--- src/rtl/core/mwc_pkg.sv ---
package mwc_pkg;

    // Block geometry.
    localparam int LAG      = 8;
    localparam int WORD_W   = 64;
    localparam int HALF_W   = WORD_W / 2;
    localparam int IDX_W    = $clog2(LAG);
    localparam int POS_W    = $clog2(LAG + 1);

    // Field widths of the stream beats.
    localparam int SEED_IDX_W = 3;
    localparam int S_DATA_W   = 72;
    localparam int CFG_IDX_W  = 1;

    // Reset value of the multiplier register.
    localparam logic [WORD_W-1:0] MUL_RESET = 64'd16996179571824182298;

    // Scrambler rotations.
    localparam int ROT_A = 17;
    localparam int ROT_B = 53;

    // Command codes carried in tuser.
    localparam logic CMD_DRAW = 1'b0;
    localparam logic CMD_LOAD = 1'b1;

    // Configuration register indexes.
    localparam logic [CFG_IDX_W-1:0] CFG_MULTIPLIER = 1'd0;
    localparam logic [CFG_IDX_W-1:0] CFG_SCRAMBLE   = 1'd1;

    typedef logic [WORD_W-1:0] word_t;

    // Output scrambler: u ^ rotl(u, 17) ^ rotl(u, 53).
    function automatic word_t scramble(input word_t u);
        word_t ra;
        word_t rb;
        ra = (u << ROT_A) | (u >> (WORD_W - ROT_A));
        rb = (u << ROT_B) | (u >> (WORD_W - ROT_B));
        return u ^ ra ^ rb;
    endfunction

endpackage

--- src/rtl/core/mwc_word_ram.sv ---
module mwc_word_ram (
    input  logic                       clk,
    input  logic                       rst_n,
    input  logic                       re,
    input  logic [mwc_pkg::IDX_W-1:0]  raddr,
    input  logic                       we,
    input  logic [mwc_pkg::IDX_W-1:0]  waddr,
    input  mwc_pkg::word_t             wdata,
    output mwc_pkg::word_t             rdata
);

    mwc_pkg::word_t            mem [mwc_pkg::LAG];
    mwc_pkg::word_t            rd_data_reg;
    logic                      rd_valid_reg;
    logic [mwc_pkg::LAG-1:0]   valid_reg;

    // Storage array, one write port.
    always_ff @(posedge clk)
    begin
        if (we)
        begin
            mem[waddr] <= wdata;
        end
    end

    // Registered read port.
    always_ff @(posedge clk)
    begin
        if (re)
        begin
            rd_data_reg <= mem[raddr];
        end
    end

    // Per-entry valid bits; an entry never written reads as zero.
    always_ff @(posedge clk or negedge rst_n)
    begin
        if (!rst_n)
        begin
            valid_reg    <= '0;
            rd_valid_reg <= 1'b0;
        end
        else
        begin
            if (we)
            begin
                valid_reg[waddr] <= 1'b1;
            end
            if (re)
            begin
                rd_valid_reg <= valid_reg[raddr];
            end
        end
    end

    assign rdata = rd_valid_reg ? rd_data_reg : '0;

endmodule

--- config.mk ---
export PLATFORM = sky130hd
export DESIGN_NAME = mwc_word_ram
export DESIGN_NICKNAME = d
export VERILOG_FILES = /design/src/rtl/core/mwc_pkg.sv /design/src/rtl/core/mwc_word_ram.sv
export SDC_FILE = /design/constraint.sdc
export NUM_CORES = 1
export LEC_CHECK = 0
export BUFFER_PORTS_ARGS = -buffer_cell sky130_fd_sc_hd__buf_4
export CAP_MARGIN = 10
export CORE_MARGIN = 5
export CORE_UTILIZATION = 60
export CTS_CLUSTER_SIZE = 12
export DETAILED_ROUTE_END_ITERATION = 8
export GPL_ROUTABILITY_DRIVEN = 0
export PLACE_DENSITY = 0.79
export SETUP_SLACK_MARGIN = 0.15
export SLEW_MARGIN = 20
export SYNTH_ARGS = -nofsm -noshare
export SYNTH_HDL_FRONTEND = slang
export SYNTH_SLANG_ARGS = --single-unit
export TNS_END_PERCENT = 50
--- constraint.sdc ---
create_clock -name clk -period 1.5 [get_ports clk]
set_input_delay 0 -clock clk [delete_from_list [all_inputs] [get_ports clk]]
set_output_delay 0 -clock clk [all_outputs]
set_load 0.005 [all_outputs]
# --- Word-level counts from Yosys, hierarchy flattened ---
# Memories as Yosys holds them, arrays and structs flattened. A register that Yosys moved wholly into a read port is not among the register bits.
# Index checks and enable logic that the tools add are counted.
totals:
  ramBits: 512
  out_inout_bits: 64
  reg_bits: 9
  n_memories: 1
  inputBits: 74
mem_list:
  columns: ["name", "depth", "width", "read_ports", "rd_clocked_by_memory_dff", "write_ports", "line_no", "source"]
  rows:
  - ["mem", 8, 64, 1, 1, 1, "mwc_word_ram.sv:12", "mwc_pkg::word_t mem [mwc_pkg::LAG];"]
op_classes:
  n_lt_le_gt_ge: 3
  reduce_logical: 1
  mux: 7
  n_bitwise: 1
ops:
  columns: ["cell", "n"]
  rows:
  - ["two-way mux 64 bit", 1]
  - ["less-than comparator 3 x 4 -> 1 bit (second input constant)", 2]
  - ["bitwise OR 8 bit", 1]
  - ["two-way mux 1 bit", 4]
  - ["binary-select mux 1 bit (select 3 bit)", 1]
  - ["demux 1 bit (select 3 bit)", 1]
  - [">= comparator 3 x 1 -> 1 bit (second input constant)", 1]
  - ["logical AND 1 bit", 1]

# --- Longest topological paths before layout ---
depth:
  ltp_word: 5
  depth_mapped: 6

# --- Worst setup path before layout ---
# OpenSTA, ideal clock, no wires.
synth_path:
  path_type: "input port to flip-flop"
  from: "in waddr[0] (netlist bit)"
  to: "reg valid_reg[0] (netlist bit)"
  arrival_time_ps: 5064
  slack_ps: -3656
  path_buffers: 0
  required_ps: 1408
  stages: 3
  path_cell_list: "nand2b_1 -> nor3_1 -> or2_2"
synth_between:
  elab_chain_cells: 5
synth_lines:
  columns: ["element", "line_no", "source"]
  rows:
  - ["start, declared", "mwc_word_ram.sv:7", "input logic [mwc_pkg::IDX_W-1:0] waddr,"]
  - ["less-than comparator 3 x 4 -> 1 bit (not written as such) or >= comparator 3 x 1 -> 1 bit (tied branches)", "mwc_word_ram.sv:47", "valid_reg[waddr] <= 1'b1;"]
  - ["logical AND 1 bit (not written as such)", "mwc_word_ram.sv:47", null]
  - ["two-way mux 1 bit (not written as such)", "mwc_word_ram.sv:47", null]
  - ["demux 1 bit (select 3 bit) *", "mwc_word_ram.sv:47", null]
  - ["bitwise OR 8 bit (no line) *", null, null]
  - ["end signal, assigned", "mwc_word_ram.sv:40", "valid_reg <= '0;"]
  - ["end signal, assigned by index", "mwc_word_ram.sv:47", null]
  - ["end, declared", "mwc_word_ram.sv:15", "logic [mwc_pkg::LAG-1:0] valid_reg;"]
# Mark *: on every way between the ends. The rest lies on a longest branch, timed or not.
# A chain may end at the register's enable or synchronous reset.

# --- Final worst setup path ---
layout_path:
  from: "reg rd_valid_reg"
  to: "out rdata[1]"
layout_between:
  elab_chain_cells: 1
layout_lines:
  columns: ["element", "line_no", "source"]
  rows:
  - ["start, declared", "mwc_word_ram.sv:14", "logic rd_valid_reg;"]
  - ["start signal, assigned", "mwc_word_ram.sv:51", "rd_valid_reg <= valid_reg[raddr];"]
  - ["two-way mux 64 bit", "mwc_word_ram.sv:56", "assign rdata = rd_valid_reg ? rd_data_reg : '0;"]
  - ["end, declared", "mwc_word_ram.sv:9", "output mwc_pkg::word_t rdata"]
# No other way between the ends.

==> flow_summary.yaml <==
sta:
  setup_viol: 48
  maxSlewHeadroom: 0.716
  worstMarginPinSlew_ns: 0.426
  slew_violations: 0
  timing.fmax_mhz: 608
  hold_viol: 0
  worst_slack_ns: -0.144
  fin_skew_ns: 0.0173
  whs_ns: 0.0679
  finalCritPeriodShare: 1.10
  fin_crit_ns: 1.64
  rsz0062_at_grt: "yes"
detailed_routing:
  num_vias: 10561
  wl_per_cell_um: 28.5
  drc: 0
  routed_wl_mm: 48.3
  ant_nets: 0
  drt_first_iter_violations: 1152
  dr.pass1.iters: 5
  viasPerCell: 6.24
cells_and_area:
  final_core_util: 0.746
  nets: 1272
  final_common_cell: "edfxtp_1"
  drive_above_1_share: 0.412
  stdcell_count: 1693
  syn_to_final_growth_pct: 23.4
  layout_common_cells: "edfxtp_1, buf_4, mux4_2, dlygate4sd3_1, mux2_4"
  largest_register_ffs: 512
power:
  p_per_area_nw_per_um2: 1260
  power.leakage_uw: 0.00925
  ir_drop_mv: 0.965
  power_uw: 34100
place:
  dp_hpwl_mm: 25.0
  pre_cts_slack_ns: -0.103
  portBuffers: 137
  dp.cells: 1531
yosys:
  yosysUniqueCellTypes: 18
  synth_seq_cells: 585
  syn_area_um2: 22000
  seq_area_frac_synth: 0.798
  synth.avg_cell_area_um2: 24.1
  synth_nets: 986
  netlist_instances: 912
  ys_warn_count: 0
grt:
  grt_pass1_vias: 11356
  grt.total_usage: 0.239
  antenna_found_initial: 3
  grt_max_degree: 43
  grt-ovfl-total: 0
  grt_pass1_wl_mm: 72.6
clocking:
  insertion_delay_ns: 0.58
  cts.sinks: 585
  clockBufferDepth: 3
  tritoncts: "built"
  cts-root-buf: "clkbuf_16"
  path_clk_slew_ns: 0.06
  h-tree-depth: 2
  cts_buffers: 56
critical_path:
  crit_fanout: 11
  worstSetupStartpointType: "flip-flop"
  cp-end-kind: "output pin"
  worst_path_largest_cell_delay_ns: 0.46
  crit_path_top_delay_cell: "dfrtp_2"
  critical_path_required_ns: 1.50
  crit_type: "flip-flop to output pin"
  arrival_ns: 1.64
  crit_path_cell_trace: "buf_12 -> buf_16 -> and2_1 -> buf_4"
floorplan:
  die_area_um2: 40500
  die_w_um: 201
  rows: 70
  io_pins: 138
  fp.dieH_um: 201
  start_util: 0.604
  coreArea_um2: 36300
flow_run:
  cap_viol_max_count: 0
outcome:
  outcome: "finished, violations left"
  violations: "negative setup slack"
min_path:
  hold_class: "input port to flip-flop"
## layout make-up
type,count,area (um^2)
clock buffers,73,1510
well taps,468,586
fillers,1836,9250
repair buffers,271,2830
diodes,3,7.51
multi-input cells,283,4600
inverters,1,3.75
flip-flops and latches,585,17500
clock inverters,9,43.8
## kinds of logic (layout without fill, tap and decap cells)
family / count (synthesis) / in the layout / share of synthesized area
flops: 585 / 585 / 0.798
mux: 198 / 198 / 0.167
simple gates: 85 / 85 / 0.0232
buf+inv: 44 / 354 / 0.0113
other cells: 0 / 3 / 0
## worst max-delay path, delay by kind of cell (launching register included)
family	cells	cell delay, ns
flip-flops	1	0.46
AND/OR/NAND/NOR	1	0.15
buffers and inverters	3	0.45
## layer usage
metal | track usage | vias up | share of wire
li1 | - | 4370 | -
met1 | 0.345 | 5585 | 0.39
met2 | 0.391 | 539 | 0.51
met3 | 0.0458 | 67 | 0.081
met4 | 0.0586 | 0 | 0.017
met5 | 0 | - | 0
## synthesized netlist by cell type (all sizes together)
| master | n | share of area |
|---|---|---|
| edfxtp | 576 | 0.79 |
| mux4 | 129 | 0.13 |
| and2 | 64 | 0.018 |
| mux2 | 64 | 0.033 |
| buf | 27 | 0.0084 |
| clkbuf | 16 | 0.0027 |
| dfrtp | 9 | 0.010 |
| or2 | 8 | 0.0023 |
| nor2 | 6 | 0.0010 |
| mux2i | 5 | 0.0023 |
| nand2b | 3 | 0.00085 |
| nand2 | 2 | 0.00034 |
| nor3 | 2 | 0.00046 |
| inv | 1 | 0.00017 |
## report_power, final
part,switching [uW],leakage [uW],internal [uW]
registers,192,0.00536,18700
logic,1270,0.00314,1630
clock network,5480,0.000753,6920
total,6940,0.00925,27200
## final timing paths
path / slack (ns) / cells after the start / start / endpoint
setup / recovery: -0.14 / 4 / rd_valid_reg / rdata[1]
hold / removal: 0.07 / 3 / raddr[1] / rd_data_reg[28]
setup reg to reg: 0.01 / 2 / mem[3][9] / rd_data_reg[9]
hold reg to reg: 0.48 / 1 / valid_reg[1] / valid_reg[1]
max in group asynchronous: 0.74 / 3 / rst_n / rd_valid_reg
min in group asynchronous: 0.44 / 3 / rst_n / valid_reg[7]
## through the flow
stage                     cell area [um^2]  setup TNS [ns]
after floorplan                      22100          -94.61
after global routing                 27100           -6.32
after detailed placement             24300           -3.12
final                                27100           -3.26
after global placement               24300           -2.66
after CTS                            26900           -5.16
## timing repair
item,in CTS,in global routing
cloned,1,2
resized for setup,71,48
endpoints found under the hold margin,561,0
endpoints found under the setup margin,117,128
buffers inserted,1,1
pin swaps,0,1
hold buffers,72,0
No activity file was read; power rests on OpenSTA's default activity.
