## config.mk

```make
export PLATFORM = sky130hd
export DESIGN_NAME = mwc_mul_unit
export DESIGN_NICKNAME = d
export VERILOG_FILES = /design/src/rtl/core/mwc_pkg.sv /design/src/rtl/core/mwc_mul_unit.sv
export SDC_FILE = /design/constraint.sdc
export NUM_CORES = 2
export LEC_CHECK = 0
export BUFFER_PORTS_ARGS = -buffer_cell sky130_fd_sc_hd__buf_2
export CAP_MARGIN = 0
export CORE_MARGIN = 4
export CORE_UTILIZATION = 35
export DETAILED_ROUTE_END_ITERATION = 10
export SLEW_MARGIN = 20
export SYNTH_ARGS = -nofsm -noshare
export SYNTH_HDL_FRONTEND = slang
export SYNTH_SLANG_ARGS = --single-unit
```

## constraint.sdc

```tcl
create_clock -name clk -period 17.5 [get_ports clk]
set_clock_uncertainty 0.1 [all_clocks]
set_input_delay 2.625 -clock clk [delete_from_list [all_inputs] [get_ports clk]]
set_output_delay 2.625 -clock clk [all_outputs]
set_load 0.02 [all_outputs]
```

## src/rtl/core/mwc_pkg.sv

```systemverilog
package mwc_pkg;

    // Block geometry.
    localparam int LAG      = 8;
    localparam int WORD_W   = 64;
    localparam int HALF_W   = WORD_W / 2;
    localparam int IDX_W    = $clog2(LAG);
    localparam int POS_W    = $clog2(LAG + 1);

    // Field widths of the stream beats.
    localparam int SEED_IDX_W = 3;
    localparam int S_DATA_W   = 72;
    localparam int CFG_IDX_W  = 1;

    // Reset value of the multiplier register.
    localparam logic [WORD_W-1:0] MUL_RESET = 64'd16996179571824182298;

    // Scrambler rotations.
    localparam int ROT_A = 17;
    localparam int ROT_B = 53;

    // Command codes carried in tuser.
    localparam logic CMD_DRAW = 1'b0;
    localparam logic CMD_LOAD = 1'b1;

    // Configuration register indexes.
    localparam logic [CFG_IDX_W-1:0] CFG_MULTIPLIER = 1'd0;
    localparam logic [CFG_IDX_W-1:0] CFG_SCRAMBLE   = 1'd1;

    typedef logic [WORD_W-1:0] word_t;

    // Output scrambler: u ^ rotl(u, 17) ^ rotl(u, 53).
    function automatic word_t scramble(input word_t u);
        word_t ra;
        word_t rb;
        ra = (u << ROT_A) | (u >> (WORD_W - ROT_A));
        rb = (u << ROT_B) | (u >> (WORD_W - ROT_B));
        return u ^ ra ^ rb;
    endfunction

endpackage

```

## src/rtl/core/mwc_mul_unit.sv

```systemverilog
module mwc_mul_unit (
    input  logic            clk,
    input  logic            rst_n,
    input  logic            start,
    input  mwc_pkg::word_t  a,
    input  mwc_pkg::word_t  x,
    input  mwc_pkg::word_t  c,
    output logic            done,
    output mwc_pkg::word_t  lo,
    output mwc_pkg::word_t  hi
);

    localparam logic [2:0] LAST_STEP = 3'd4;

    logic                         busy_reg;
    logic [2:0]                   step_reg;
    logic                         done_reg;
    logic [mwc_pkg::WORD_W-1:0]   pp_reg;
    logic [1:0]                   sh_reg;
    logic [2*mwc_pkg::WORD_W-1:0] acc_reg;

    logic [1:0]                   sel;
    logic [mwc_pkg::HALF_W-1:0]   a_half;
    logic [mwc_pkg::HALF_W-1:0]   x_half;
    logic [mwc_pkg::WORD_W-1:0]   prod;
    logic [2*mwc_pkg::WORD_W-1:0] pp_aligned;

    // Pick the half-word pair for this partial product.
    always_comb
    begin
        sel    = start ? 2'd0 : step_reg[1:0];
        a_half = sel[0] ? a[mwc_pkg::WORD_W-1:mwc_pkg::HALF_W] : a[mwc_pkg::HALF_W-1:0];
        x_half = sel[1] ? x[mwc_pkg::WORD_W-1:mwc_pkg::HALF_W] : x[mwc_pkg::HALF_W-1:0];
        prod   = a_half * x_half;
    end

    // Align the registered partial product to its weight.
    always_comb
    begin
        case (sh_reg)
            2'd1:    pp_aligned = {{mwc_pkg::HALF_W{1'b0}}, pp_reg, {mwc_pkg::HALF_W{1'b0}}};
            2'd2:    pp_aligned = {pp_reg, {mwc_pkg::WORD_W{1'b0}}};
            default: pp_aligned = {{mwc_pkg::WORD_W{1'b0}}, pp_reg};
        endcase
    end

    // Sequencing of the four partial products.
    always_ff @(posedge clk or negedge rst_n)
    begin
        if (!rst_n)
        begin
            busy_reg <= 1'b0;
            step_reg <= '0;
            done_reg <= 1'b0;
        end
        else
        begin
            done_reg <= busy_reg && (step_reg == LAST_STEP) && !start;
            if (start)
            begin
                busy_reg <= 1'b1;
                step_reg <= 3'd1;
            end
            else if (busy_reg)
            begin
                if (step_reg == LAST_STEP)
                begin
                    busy_reg <= 1'b0;
                end
                else
                begin
                    step_reg <= step_reg + 3'd1;
                end
            end
        end
    end

    // Multiply stage and accumulator; the accumulator starts at the carry.
    always_ff @(posedge clk)
    begin
        if (start)
        begin
            acc_reg <= {{mwc_pkg::WORD_W{1'b0}}, c};
            pp_reg  <= prod;
            sh_reg  <= 2'({1'b0, sel[0]} + {1'b0, sel[1]});
        end
        else if (busy_reg)
        begin
            acc_reg <= acc_reg + pp_aligned;
            pp_reg  <= prod;
            sh_reg  <= 2'({1'b0, sel[0]} + {1'b0, sel[1]});
        end
    end

    assign done = done_reg;
    assign lo   = acc_reg[mwc_pkg::WORD_W-1:0];
    assign hi   = acc_reg[2*mwc_pkg::WORD_W-1:mwc_pkg::WORD_W];

    // A new product is never started while one is in flight.
    a_start_idle: assert property (@(posedge clk) disable iff (!rst_n)
        start |-> !busy_reg)
        else $error("multiply started while busy");

endmodule

```

# == Word-level counts from Yosys, hierarchy flattened ==
# Index checks and enable logic that the tools add are counted.
# totals
register_bits,199
inputBits,195
out_inout_bits,129
elab_cells,36
# classes
addsub,3
n_mul,1
eq_ne,4
mux,16
reduce_logical,5
# ops
op,count
two-way mux 64 bit,4
case mux 128 bit (2 select lines),1
adder 128 bit,1
multiplier 32 x 32 -> 64 bit,1
two-way mux 32 bit,2
two-way mux 3 bit,3
two-way mux 2 bit,3
adder 3 x 1 -> 3 bit (second input constant),1
equality test 3 bit (second input constant),1
two-way mux 1 bit,3
adder 1 x 1 -> 2 bit,1
equality test 2 x 1 -> 1 bit (second input constant),1
equality test 2 bit (second input constant),1
logical AND 1 bit,2
!= test 2 bit (second input constant),1
AND reduction 2 bit,1
nonzero test 2 bit,1
logical NOT 1 bit,1

# == Longest topological paths before layout ==
# logic_depth
depth_word,5
mapped_depth,36
ltp_nobuf,32

# == Worst setup path after synthesis ==
# OpenSTA, ideal clock, no wires.
# synth_timing
kind,input to register
from,in start
to,reg pp_reg[57] (netlist bit) (data pin)
setup_time_ns,0.260
t_arrival_ns,11.409
t_required_ns,17.140
slack_ns,5.732
path_stages,31
n_path_buf,3
cell_sequence,nand2b_1 -> clkbuf_1 -> buf_1 -> mux2i_1 -> clkbuf_1 -> nor2_1 -> fa_1 -> inv_1 -> fa_1 -> fa_1 -> fa_1 -> inv_1 -> fa_1 -> fa_1 -> fa_1 -> inv_1 -> fa_1 -> inv_1 -> ha_1 -> a21o_1 -> a21o_1 -> a21oi_1 -> nand3_1 -> a2111o_1 -> a211o_1 -> a311oi_1 -> o21ai_1 -> a221o_1 -> a21o_1 -> a21oi_1 -> xnor2_1
# synth_between
elab_chain_len,5
word_cells_on_any_way,6
cone_classes,1 x mul; 5 x mux
# synth_rtl
element,line_no,text
start: declaration,mwc_mul_unit.sv:4,"input logic start,"
two-way mux 2 bit (*),mwc_mul_unit.sv:31,sel = start ? 2'd0 : step_reg[1:0];
two-way mux 32 bit (on tied branches),"mwc_mul_unit.sv:32, mwc_mul_unit.sv:33",
multiplier 32 x 32 -> 64 bit (*),mwc_mul_unit.sv:34,prod = a_half * x_half;
"net prod, one bit",mwc_mul_unit.sv:25,logic [mwc_pkg::WORD_W-1:0] prod;
two-way mux 64 bit,mwc_mul_unit.sv:87,else if (busy_reg)
two-way mux 64 bit (*),mwc_mul_unit.sv:81,if (start)
end signal: assignment,mwc_mul_unit.sv:84,pp_reg <= prod;
end signal: assignment,mwc_mul_unit.sv:90,pp_reg <= prod;
end: declaration,mwc_mul_unit.sv:18,logic [mwc_pkg::WORD_W-1:0] pp_reg;
# The timed path passes the listed nets; every way through them passes the cells marked *. The select of a mux whose other input is x is not followed.
# A chain may end at the register's enable or synchronous reset.

# == Final worst setup path ==
# Same ends and word-level chain as after synthesis.

==> results.tsv <==
metric	value	unit
final_layout_size_suffix_gt1_share	9.74	%
fin_setup_tns	0	ns
path_buf_inv	7	
firstDrtPassIters	6	
synth_area	48900	um2
clkTransAtPathRegs	0.08	ns
num_vias	42300	
slew_viol_final	0	
synth_nets	7176	
synth_compound_area_share	11.3	%
synthAdderAreaFrac	46.9	%
dieWidth	382	um
first_iter_violations	4247	
layout.nets	7285	
max_freq	77.5	MHz
initial_utilization	35.4	%
synth-seq-cells	199	
clk_latency	0.48	ns
dp.cells	7642	
cts_setup_buffers	0	
cpPeakStageDelay	0.79	ns
synth-async-reset-ratio	2.51	%
timing.critical_path.from	start	
holdCritStartpoint	acc_reg[127]	
core_area	138000	um2
fillers	14300	
synth-xor-area-share	3.24	%
cts_tree	yes	
dp_hpwl	152000	um
place_congestion	0.976	
final_core_util	38.4	%
synthTopCellsByArea	fa_1 (37%), ha_1 (10%), edfxtp_1 (8.0%)	
largest_register_ffs	128	
areaGrowthSynthToFinish	8.71	%
synth-simple-area-share	14.9	%
grt_overflow	0	
ant_nets	0	
multi_input_area	39100	um2
syn_inst	5689	
cp_slowest_cell	buf_4	
hold_class	reg -> reg	
rows	136	
rsz0062_at_grt	no	
worst_pin_slew	1.24	ns
grt.total_usage	25.5	%
grt_max_degree	103	
seq_area	5310	um2
pre_cts_ws	4.20	ns
synth_edf_count	130	
die_h	382	um
start_kind	input port	
synth-main-ff-cell	edfxtp_1	
vias_per_cell	5.51	
fin_cells	7676	
clock_sinks	199	
r2r-start	step_reg[0]	
grt_pass1_wl	278000	um
cts_hold_buf	0	
finalHoldViolCount	0	
yosysWarnings	0	
ios	324	
relSlewSlack	15.6	%
cts_made_buffers	17	
cts_resized	0	
drc_errors	0	
synth_cell_types	70	
setup_slack	4.60	ns
setup_viol_count_final	0	
synth_top_area_share	36.7	%
critPathTopFamily	adder cells	
arrival	13.03	ns
avgSynthCellArea	8.59	um2
synth_top_area_cell	fa_1	
wire_per_inst	24.8	um
io_buffer_count	323	
fin_crit	12.90	ns
finalCritPeriodShare	73.7	%
clock_path_buffers	2	
htreeDepth	4	
die_area	146000	um2
crit_type	in -> reg	
status	finished, final reports clean	
crit_required	17.63	ns
maxCapViolations	0	
grt_pass1_vias	42800	
critical_path.max_fanout	48	
antenna_found_initial	7	
cp_common_cell	fa_1	
wl	190000	um
synth_top_family_by_area	adder cells	
cts-root-buf	clkbuf_16	
yosysSeqAreaShare	10.9	%
synthMuxAreaShare	3.17	%
endpoint_kind	flop	
## stage by stage
step | cell area (um2) | hold slack [ns]
2_1_floorplan | 48900 | 0.405
3_3_place_gp | 52500 | 0.371
3_5_place_dp | 52500 | 0.390
4_1_cts | 53100 | 0.402
5_1_grt | 53100 | 0.423
6_report | 53100 | 0.395
## layout make-up
| class | count | area share [%] |
|---|---|---|
| tap | 1863 | 4.39 |
| sequential | 199 | 10.0 |
| clock buffer | 17 | 0.801 |
| inverter | 960 | 6.79 |
| clock inverter | 15 | 0.346 |
| timing repair buffer | 394 | 4.05 |
| multi-input combinational | 4226 | 73.6 |
| antenna | 2 | 0.00942 |
## cell families after synthesis
logic type,after synthesis
buffers and inverters,1264
AOI/OAI and AO/OA,876
muxes,146
DFF,199
adders and majority gates,1292
xor gates and xnor gates,181
and+or+nand+nor,1731
## worst reg2reg max path, delay by kind of cell, from the launching register on
family | cells | cell delay (ns)
simple gates | 3 | 0.74
mux | 1 | 0.81
compound gates | 10 | 3.02
fa+ha+maj | 9 | 4.44
xor+xnor | 1 | 0.08
flops | 1 | 0.46
buf+inv | 6 | 1.11
## Yosys cell counts, types with 14 or more instances
cell type	count
o21bai_1	52
o31ai_1	14
nor2b_1	19
a22o_1	68
nand2b_1	22
nand2_1	709
xor2_1	72
o21ai_0	229
nor2_1	700
dfxtp_1	64
clkbuf_1	280
xnor2_1	109
edfxtp_1	130
o21a_1	20
nor3_1	29
a21oi_1	254
mux2i_1	77
fa_1	897
and2_1	73
a31oi_1	21
nand3_1	28
a21o_1	114
nand4_1	98
ha_1	395
inv_1	960
mux2_2	69
buf_1	24
## metal layers
layer / global-route usage [%] / vias up / routed length [um]
li1: - / 18300 / -
met1: 34.0 / 21200 / 76900
met2: 39.2 / 2380 / 82300
met3: 6.65 / 480 / 20600
met4: 11.2 / 6 / 10300
met5: 0 / - / 41
## layout by cell type (no fill, tap or decap), types with 73 or more instances in the layout
master | synthesis | routed
a21o_1 | 114 | 114
a21oi_1 | 254 | 254
and2_1 | 73 | 73
buf_2 | 0 | 322
edfxtp_1 | 130 | 130
fa_1 | 897 | 897
ha_1 | 395 | 394
inv_1 | 960 | 959
nand2_1 | 709 | 709
nand4_1 | 98 | 98
nor2_1 | 700 | 699
o21ai_0 | 229 | 229
xnor2_1 | 109 | 109
## path summary, 6_finish.rpt
path	end	slack [ns]	cells after the start
max	pp_reg[57]	4.60	31
min	acc_reg[127]	0.40	2
max reg2reg	pp_reg[57]	6.50	30
min reg2reg	acc_reg[127]	0.40	2
max in group asynchronous	step_reg[1]	15.22	1
min in group asynchronous	busy_reg	1.89	1
Power is not shown: default switching activity piles up to over one toggle a cycle in this logic, so the estimate is an artifact.
